===== src/sv/teq_pkg.sv =====
// Package for the timer event queue: opcodes, status codes, states, shared types.
// No dependencies.
`timescale 1ns / 1ps
package teq_pkg;

  localparam int unsigned QueueDepthDef = 16;

  typedef enum logic [2:0] {
    OP_ADD    = 3'd0,
    OP_DELETE = 3'd1,
    OP_RUN    = 3'd2,
    OP_FINISH = 3'd3,
    OP_WAIT   = 3'd4
  } op_e;

  typedef enum logic [1:0] {
    ST_OK    = 2'd0,
    ST_ERR   = 2'd1,
    ST_EMPTY = 2'd2,
    ST_NDUE  = 2'd3
  } status_e;

  typedef enum logic [2:0] {
    S_IDLE,
    S_FIND,
    S_SHIFT_UP,
    S_SHIFT_DN,
    S_OUT
  } state_e;

  // controller -> datapath commands
  typedef struct packed {
    logic load;       // capture request
    logic scan_start; // clear scan index
    logic scan_step;  // advance scan index
    logic up_start;   // begin insert shifting from the tail
    logic up_step;    // move one entry up
    logic up_done;    // write new entry at the found slot
    logic dn_step;    // move one entry down
    logic pop;        // take the head as the fired entry before it is shifted out
    logic finish;     // apply counters and fired state, build result
  } cmd_t;

  // datapath -> controller status
  typedef struct packed {
    logic [2:0] op;
    logic       scan_end;  // scan index reached count
    logic       scan_hit;  // entry at scan index matches
    logic       up_end;    // shift pointer reached found slot
    logic       dn_end;    // shift pointer reached last entry
    logic       full;
    logic       ins_ok;    // insert is permitted
    logic       head_due;
    logic       fired;
    logic       empty;
  } stat_t;

endpackage


===== src/sv/teq_ctrl.sv =====
// Controller for the timer event queue: sequences scans and shifts.
// Depends on teq_pkg.
`timescale 1ns / 1ps
module teq_ctrl import teq_pkg::*; (
  input  logic  clk_i,
  input  logic  rst_ni,
  input  logic  in_fire_i,
  input  logic  out_taken_i,
  input  stat_t stat_i,
  output cmd_t  cmd_o,
  output logic  busy_o,
  output logic  out_valid_o
);

  state_e state_q, state_d;

  always_ff @(posedge clk_i or negedge rst_ni) begin
    if (!rst_ni) state_q <= S_IDLE;
    else state_q <= state_d;
  end

  always_comb begin
    state_d = state_q;
    case (state_q)
      S_IDLE: if (in_fire_i) state_d = S_FIND;
      S_FIND: begin
        case (stat_i.op)
          OP_ADD, OP_FINISH: begin
            if (!stat_i.ins_ok) state_d = S_OUT;
            else if (stat_i.scan_end || stat_i.scan_hit) state_d = S_SHIFT_UP;
          end
          OP_DELETE: begin
            if (stat_i.scan_end) state_d = S_OUT;
            else if (stat_i.scan_hit) state_d = S_SHIFT_DN;
          end
          OP_RUN: begin
            if (!stat_i.fired && !stat_i.empty && stat_i.head_due) state_d = S_SHIFT_DN;
            else state_d = S_OUT;
          end
          default: state_d = S_OUT;
        endcase
      end
      S_SHIFT_UP: if (stat_i.up_end) state_d = S_OUT;
      S_SHIFT_DN: if (stat_i.dn_end) state_d = S_OUT;
      S_OUT: if (out_taken_i) state_d = S_IDLE;
      default: state_d = S_IDLE;
    endcase
  end

  always_comb begin
    cmd_o = '0;
    case (state_q)
      S_IDLE: begin
        cmd_o.load       = in_fire_i;
        cmd_o.scan_start = in_fire_i;
      end
      S_FIND: begin
        case (stat_i.op)
          OP_ADD, OP_FINISH: begin
            if (!stat_i.ins_ok) cmd_o.finish = 1'b1;
            else if (stat_i.scan_end || stat_i.scan_hit) cmd_o.up_start = 1'b1;
            else cmd_o.scan_step = 1'b1;
          end
          OP_DELETE: begin
            if (stat_i.scan_end) cmd_o.finish = 1'b1;
            else if (!stat_i.scan_hit) cmd_o.scan_step = 1'b1;
          end
          OP_RUN: begin
            if (!stat_i.fired && !stat_i.empty && stat_i.head_due) cmd_o.pop = 1'b1;
            else cmd_o.finish = 1'b1;
          end
          default: cmd_o.finish = 1'b1;
        endcase
      end
      S_SHIFT_UP: begin
        if (stat_i.up_end) begin
          cmd_o.up_done = 1'b1;
          cmd_o.finish  = 1'b1;
        end else cmd_o.up_step = 1'b1;
      end
      S_SHIFT_DN: begin
        if (stat_i.dn_end) cmd_o.finish = 1'b1;
        else cmd_o.dn_step = 1'b1;
      end
      default: ;
    endcase
  end

  assign busy_o      = (state_q != S_IDLE);
  assign out_valid_o = (state_q == S_OUT);

endmodule


===== src/sv/teq_datapath.sv =====
// Datapath for the timer event queue: entry memory, scan pointer, fired slot.
// Depends on teq_pkg.
`timescale 1ns / 1ps
module teq_datapath import teq_pkg::*; #(
  parameter int unsigned QueueDepth = QueueDepthDef
) (
  input  logic        clk_i,
  input  logic        rst_ni,
  input  cmd_t        cmd_i,
  input  logic [2:0]  op_i,
  input  logic [31:0] now_i,
  input  logic [23:0] iv_i,
  input  logic [30:0] id_i,
  input  logic        keep_i,
  output stat_t       stat_o,
  output logic [1:0]  status_o,
  output logic [30:0] rid_o,
  output logic [30:0] wait_o,
  output logic [8:0]  pending_o
);

  localparam int unsigned IdxW = (QueueDepth > 1) ? $clog2(QueueDepth) : 1;
  localparam int unsigned CntW = $clog2(QueueDepth + 1);

  // entries kept as registers: shifting touches neighbors at the moving pointer
  logic [31:0] exp_q [QueueDepth];
  logic [23:0] ivl_q [QueueDepth];
  logic [30:0] idn_q [QueueDepth];

  logic [CntW-1:0] cnt_q, cnt_d;
  logic [30:0]     next_q, next_d;
  logic            fv_q, fv_d;
  logic [30:0]     fid_q, fid_d;
  logic [23:0]     fiv_q, fiv_d;
  logic            popped_q, popped_d;  // run took the head this request

  logic [2:0]  op_q;
  logic [31:0] now_q;
  logic [23:0] iv_q;
  logic [30:0] id_q;
  logic        keep_q;
  logic [CntW-1:0] pos_q;   // scan index, then slot of insert/delete
  logic [CntW-1:0] ptr_q;   // shift pointer

  logic [1:0]  status_q, status_d;
  logic [30:0] rid_q, rid_d, wait_q, wait_d;

  // fields of the request being inserted
  logic [31:0] ins_exp;
  logic [23:0] ins_iv;
  logic [30:0] ins_id;
  logic        is_add;
  logic [31:0] diff_s, diff_h;
  logic [IdxW-1:0] pos_ix, ptr_ix, ptrm_ix, ptrp_ix;
  logic        full;

  assign is_add  = (op_q == OP_ADD);
  assign ins_iv  = is_add ? iv_q : fiv_q;
  assign ins_exp = now_q + {8'd0, ins_iv};
  assign ins_id  = is_add ? next_q : fid_q;
  assign pos_ix  = pos_q[IdxW-1:0];
  assign ptr_ix  = ptr_q[IdxW-1:0];
  assign ptrm_ix = ptr_ix - IdxW'(1);
  assign ptrp_ix = ptr_ix + IdxW'(1);
  assign full    = (cnt_q >= CntW'(QueueDepth));
  assign diff_s  = ins_exp - exp_q[pos_ix];
  assign diff_h  = exp_q[0] - now_q;

  always_comb begin
    stat_o          = '0;
    stat_o.op       = op_q;
    stat_o.scan_end = (pos_q >= cnt_q);
    stat_o.scan_hit = (op_q == OP_DELETE) ? (idn_q[pos_ix] == id_q) : diff_s[31];
    stat_o.up_end   = (ptr_q == pos_q);
    stat_o.dn_end   = (ptr_q + CntW'(1) >= cnt_q);
    stat_o.full     = full;
    stat_o.ins_ok   = is_add ? (iv_q != 24'd0 && !full) : (fv_q && keep_q && !full);
    stat_o.head_due = (diff_h == 32'd0) || diff_h[31];
    stat_o.fired    = fv_q;
    stat_o.empty    = (cnt_q == '0);
  end

  always_ff @(posedge clk_i) begin
    if (cmd_i.load) begin
      op_q <= op_i; now_q <= now_i; iv_q <= iv_i; id_q <= id_i; keep_q <= keep_i;
    end
    if (cmd_i.scan_start) pos_q <= '0;
    else if (cmd_i.scan_step) pos_q <= pos_q + CntW'(1);
    if (cmd_i.up_start) ptr_q <= cnt_q;
    else if (cmd_i.up_step) ptr_q <= ptr_q - CntW'(1);
    else if (cmd_i.dn_step) ptr_q <= ptr_q + CntW'(1);
    else if (cmd_i.scan_start) ptr_q <= '0;
    else if (cmd_i.scan_step) ptr_q <= pos_q + CntW'(1);
    if (cmd_i.up_step) begin
      exp_q[ptr_ix] <= exp_q[ptrm_ix];
      ivl_q[ptr_ix] <= ivl_q[ptrm_ix];
      idn_q[ptr_ix] <= idn_q[ptrm_ix];
    end
    if (cmd_i.up_done) begin
      exp_q[pos_ix] <= ins_exp;
      ivl_q[pos_ix] <= ins_iv;
      idn_q[pos_ix] <= ins_id;
    end
    if (cmd_i.dn_step) begin
      exp_q[ptr_ix] <= exp_q[ptrp_ix];
      ivl_q[ptr_ix] <= ivl_q[ptrp_ix];
      idn_q[ptr_ix] <= idn_q[ptrp_ix];
    end
  end

  always_comb begin
    cnt_d    = cnt_q;
    next_d   = next_q;
    fv_d     = fv_q;
    fid_d    = fid_q;
    fiv_d    = fiv_q;
    popped_d = popped_q;
    status_d = status_q;
    rid_d    = rid_q;
    wait_d   = wait_q;
    if (cmd_i.load) popped_d = 1'b0;
    // head is captured before the down-shift overwrites slot zero
    if (cmd_i.pop) begin
      popped_d = 1'b1; fv_d = 1'b1; fid_d = idn_q[0]; fiv_d = ivl_q[0];
    end
    if (cmd_i.finish) begin
      status_d = ST_ERR; rid_d = '0; wait_d = '0;
      case (op_q)
        OP_ADD: if (cmd_i.up_done) begin
          cnt_d = cnt_q + CntW'(1);
          rid_d = next_q;
          next_d = (next_q == 31'h7FFF_FFFF) ? 31'd1 : next_q + 31'd1;
          status_d = ST_OK;
        end
        OP_DELETE: if (pos_q < cnt_q) begin
          cnt_d = cnt_q - CntW'(1); rid_d = id_q; status_d = ST_OK;
        end
        OP_RUN: begin
          if (popped_q) begin
            cnt_d = cnt_q - CntW'(1); rid_d = fid_q; status_d = ST_OK;
          end else if (fv_q) status_d = ST_ERR;
          else if (cnt_q == '0) status_d = ST_EMPTY;
          else status_d = ST_NDUE;
        end
        OP_FINISH: if (fv_q) begin
          fv_d = 1'b0; rid_d = fid_q;
          if (!keep_q) status_d = ST_OK;
          else if (cmd_i.up_done) begin
            cnt_d = cnt_q + CntW'(1); status_d = ST_OK;
          end
        end
        OP_WAIT: begin
          if (cnt_q == '0) status_d = ST_EMPTY;
          else begin
            status_d = ST_OK;
            wait_d = diff_h[31] ? 31'd0 : diff_h[30:0];
          end
        end
        default: ;
      endcase
    end
  end

  always_ff @(posedge clk_i or negedge rst_ni) begin
    if (!rst_ni) begin
      cnt_q <= '0; next_q <= 31'd1; fv_q <= 1'b0; fid_q <= '0; fiv_q <= '0;
      popped_q <= 1'b0; status_q <= ST_ERR; rid_q <= '0; wait_q <= '0;
    end else begin
      cnt_q <= cnt_d; next_q <= next_d; fv_q <= fv_d; fid_q <= fid_d; fiv_q <= fiv_d;
      popped_q <= popped_d; status_q <= status_d; rid_q <= rid_d; wait_q <= wait_d;
    end
  end

  // run pops through the down-shift starting at slot zero
  assign status_o  = status_q;
  assign rid_o     = rid_q;
  assign wait_o    = wait_q;
  assign pending_o = 9'(cnt_q);

endmodule


===== src/sv/timer_event_queue.sv =====
// Top level of the timer event queue: request stream in, result stream out.
// Depends on teq_pkg, teq_ctrl, teq_datapath.
//
//  channel | dir | tdata fields (low bit up)                          | tuser
//  s_axis  | in  | opcode, now_ms, interval_ms, event_id, keep (91b)  | -
//  m_axis  | out | status, result_id, wait_ms, pending (73b)           | -
//
// One request at a time: from accept to result the controller finds the slot, shifts
// entries one at a time where the request needs it (scan and shift together cover the
// queued entries once), then holds the result in the output state.
// A taken result returns the controller to idle; only there is a request accepted.
// Reset clears the count, ids and fired slot; entry storage is not cleared.
// A result holds on m_axis until taken; s_axis_tready stays low until then.
`timescale 1ns / 1ps
module timer_event_queue import teq_pkg::*; #(
  parameter int unsigned QueueDepth = QueueDepthDef
) (
  input  logic         clk_i,
  input  logic         rst_ni,
  input  logic         s_axis_tvalid,
  output logic         s_axis_tready,
  input  logic [95:0]  s_axis_tdata,  // opcode, now_ms, interval_ms, event_id, keep
  output logic         m_axis_tvalid,
  input  logic         m_axis_tready,
  output logic [79:0]  m_axis_tdata   // status, result_id, wait_ms, pending
);

  cmd_t  cmd;
  stat_t stat;
  logic  busy, in_fire;
  logic [1:0]  status;
  logic [30:0] rid, wait_ms;
  logic [8:0]  pending;

  assign s_axis_tready = !busy;
  assign in_fire = s_axis_tvalid && s_axis_tready;

  teq_ctrl u_ctrl (
    .clk_i, .rst_ni, .in_fire_i(in_fire), .out_taken_i(m_axis_tready),
    .stat_i(stat), .cmd_o(cmd), .busy_o(busy), .out_valid_o(m_axis_tvalid)
  );

  teq_datapath #(.QueueDepth(QueueDepth)) u_dp (
    .clk_i, .rst_ni, .cmd_i(cmd),
    .op_i(s_axis_tdata[2:0]), .now_i(s_axis_tdata[34:3]),
    .iv_i(s_axis_tdata[58:35]), .id_i(s_axis_tdata[89:59]), .keep_i(s_axis_tdata[90]),
    .stat_o(stat), .status_o(status), .rid_o(rid), .wait_o(wait_ms), .pending_o(pending)
  );

  assign m_axis_tdata = {7'd0, pending, wait_ms, rid, status};

endmodule


===== config.mk =====
export PLATFORM = sky130hd
export DESIGN_NAME = timer_event_queue
export DESIGN_NICKNAME = d
export VERILOG_FILES = /design/src/sv/teq_pkg.sv /design/src/sv/teq_ctrl.sv /design/src/sv/teq_datapath.sv /design/src/sv/timer_event_queue.sv
export SDC_FILE = /design/constraint.sdc
export NUM_CORES = 2
export LEC_CHECK = 0
export BUFFER_PORTS_ARGS = -buffer_cell sky130_fd_sc_hd__buf_2
export CORE_MARGIN = 4
export CORE_UTILIZATION = 40
export DETAILED_ROUTE_END_ITERATION = 7
export PLACE_DENSITY_LB_ADDON = 0.25
export SLEW_MARGIN = 30
export SYNTH_ARGS = -nofsm -noshare
export SYNTH_HDL_FRONTEND = slang
export SYNTH_SLANG_ARGS = --single-unit

===== constraint.sdc =====
create_clock -name clk_i -period 23 [get_ports clk_i]
set_clock_uncertainty 0.15 [all_clocks]
set_input_delay 4.6 -clock clk_i [delete_from_list [all_inputs] [get_ports clk_i]]
set_output_delay 4.6 -clock clk_i [all_outputs]
set_load 0.03 [all_outputs]

==> results.toml <==
[status]
outcome = "completed"

[synthesis]
postSynth.asyncResetShare = 0.0966
synth-edff-count = 1488
synth_warnings = 0
yosysTopAreaCellShare = 0.505
synth_flop_cell = "edfxtp_1"
syn_area_um2 = 88500
yosysUniqueCellTypes = 86
synthTopCellsByArea = "edfxtp_1 50%, mux4_2 29%, dfrtp_1 4.5%"
yosysTopAreaCell = "edfxtp_1"
syn_avg_cell_area_um2 = 17.8
ys_ff_latch = 1657
synth_most_common_cell = "edfxtp_1"
syn_inst = 4984
ys_seq_area_frac = 0.552
synth_common_cells = "1,488 x edfxtp_1, 1,145 x mux4_2, 279 x nand2_1"

[worst_setup_path]
critPathBufInv = 0
critPathLaunchType = "register"
worstSetupPathType = "reg -> reg"
crit_slowest_cell = "edfxtp_1"
rrSetupSlack_ps = 14110
cp.arrival_ps = 9230
critPathRequiredTime_ps = 23330
endpoint_kind = "register"
cp_max_fo = 25
crit_family = "compound AO/OA/AOI/OAI gates"
cpPeakStageDelay_ps = 650

[sta]
max_freq_mhz = 112
fin_crit_sh = 0.387
setup_violations = 0
tns_ps = 0
slew_viol_final = 0
hold_violations = 0
rsz0062_at_grt = "false"
holdWs_ps = 332
min_period_ps = 8890
slew-limit-headroom = 0.292
tightestPinTransition_ps = 1060

[clock_network]
cts_root_buffer = "clkbuf_16"
hold_buffers = 0
cts_setup_buffers = 0
cts-resized-gates = 0
cts_tree = "yes"
cts_buffer_depth = 3
clk_latency_ps = 850
cts_buffers = 185
cts_max_level = 4
cts.sinks = 1657
clk_pin_slew_worst_paths_ps = 60

[cells_and_area]
drive_above_1_share = 0.362
area_growth_pct = 13.3
nets = 5331
fill_cells = 18792

[global_route]
grt_pass1_wl_mm = 389
antenna_found_initial = 10
grt_start_max_net_pins = 163
grt_pass1_vias = 53630
overflow = 0
grtUsageTotal = 0.232

[detailed_routing]
drt_wl_total_mm = 269
wire_per_inst_um = 32.6
routed_via_density = 6.51
via_count = 53718
drtPass1Iterations = 7
postRouteAntennaNets = 0
drcViolationCount = 0
first_iter_violations = 6933

[die]
die_area_um2 = 229000
die_w_um = 478
start_util = 0.403
core_area_um2 = 220000
die_h_um = 478
ios = 182
rows = 172

[run]
drv_cap = 0

[place]
io_buffers = 165
dp_hpwl_mm = 157
gp_congestion = 0.876

[pwr]
leakage_nw = 32.4
power.density_nw_per_um2 = 160
vdd_ir_drop_max_mv = 0.186
p_total_mw = 16.0

[worst_hold_path]
hold_path_class = "reg -> reg"
## stage by stage
stage                     worst slack, ps  utilization  cell area [um2]  std cells
final                               14110        0.456           100000       8252
after global routing                13860        0.456           100000       8252
after CTS                           14220        0.455           100000       8244
after detailed placement            14260        0.425            93400       7892
after global placement              13940        0.423            93100       7888
after floorplan                     13000            -            88600       4994
## placed cells by master, fill, tap and decap left out, types with 33 or more instances in the layout
cell	instances
bufinv_16	33
a21oi_1	84
ha_1	101
edfxtp_1	1488
nor2_1	114
mux2i_1	158
xnor2_1	89
buf_2	167
mux2_2	56
nor3_1	40
dfrtp_1	158
mux4_2	1145
xor2_1	58
nand2_1	278
mux2_1	37
o21ai_0	104
nand3_1	42
a21o_1	41
nor2b_1	55
clkbuf_16	188
inv_1	121
a211oi_1	61
buf_4	128
## final cells by class
cell class                 instances  area (um2)  area share
timing repair buffer             325        2380      0.0237
tap                             2958        3700      0.0369
inverter                         124         480     0.00479
sequential                      1657       48900       0.488
antenna                            3        7.51   0.0000749
clock buffer                     231        5030      0.0501
multi-input combinational       2833       38100       0.380
clock inverter                   121        1700      0.0170
## cells by family after synthesis
kind of cell / share of synthesized area
xor gates and xnor gates: 0.0149
AOI/OAI and AO/OA: 0.0371
and+or+nand+nor: 0.0364
DFF: 0.552
buffers and inverters: 0.0233
other: 0.0000424
adders and majority gates: 0.0152
muxes: 0.321
## state kept, by name, summed over array words and instances, names as in the netlist, 3 cells and up, named ones only
| name | flops |
|---|---|
| u_dp.op_q | 3 |
| u_dp.exp_q | 512 |
| u_dp.iv_q | 24 |
| u_dp.cnt_q | 5 |
| u_dp.pos_q | 5 |
| u_dp.wait_o | 31 |
| u_dp.fiv_q | 24 |
| u_dp.ptr_q | 5 |
| u_ctrl.state_q | 3 |
| u_dp.ivl_q | 384 |
| u_dp.fid_q | 31 |
| u_dp.id_q | 31 |
| u_dp.idn_q | 496 |
| u_dp.now_q | 32 |
| u_dp.next_q | 31 |
| u_dp.rid_o | 31 |
## report_power, final
part / switching [mW] / total (mW) / internal [mW]
combinational: 4.24 / 7.65 / 3.41
clock: 1.29 / 3.23 / 1.94
sequential: 0.210 / 5.16 / 4.95
total: 5.74 / 16.0 / 10.3
## path summary, 6_finish.rpt
check / cells past startpoint / start / endpoint
worst min register to register: 1 / u_dp.wait_o[7]$_DFFE_PN0P_ / u_dp.wait_o[7]$_DFFE_PN0P_
worst max register to register: 27 / u_dp.op_q[1]$_DFFE_PP_ / u_dp.ptr_q[4]$_DFFE_PP_
worst max-delay path: 27 / u_dp.op_q[1]$_DFFE_PP_ / u_dp.ptr_q[4]$_DFFE_PP_
max in group asynchronous: 2 / rst_ni / u_dp.fiv_q[4]$_DFFE_PN0P_
min in group asynchronous: 1 / rst_ni / u_dp.wait_o[28]$_DFFE_PN0P_
worst min-delay path: 1 / u_dp.wait_o[7]$_DFFE_PN0P_ / u_dp.wait_o[7]$_DFFE_PN0P_
## metal layers
layer  up-vias  GRT usage  wire length [um]
li1      21391          -                 -
met1     28728      0.336            111000
met2      3143      0.356            124000
met3       452     0.0522             26600
met4         4     0.0657              7980
met5         -          0                27
No activity file was read; power rests on OpenSTA's default activity.
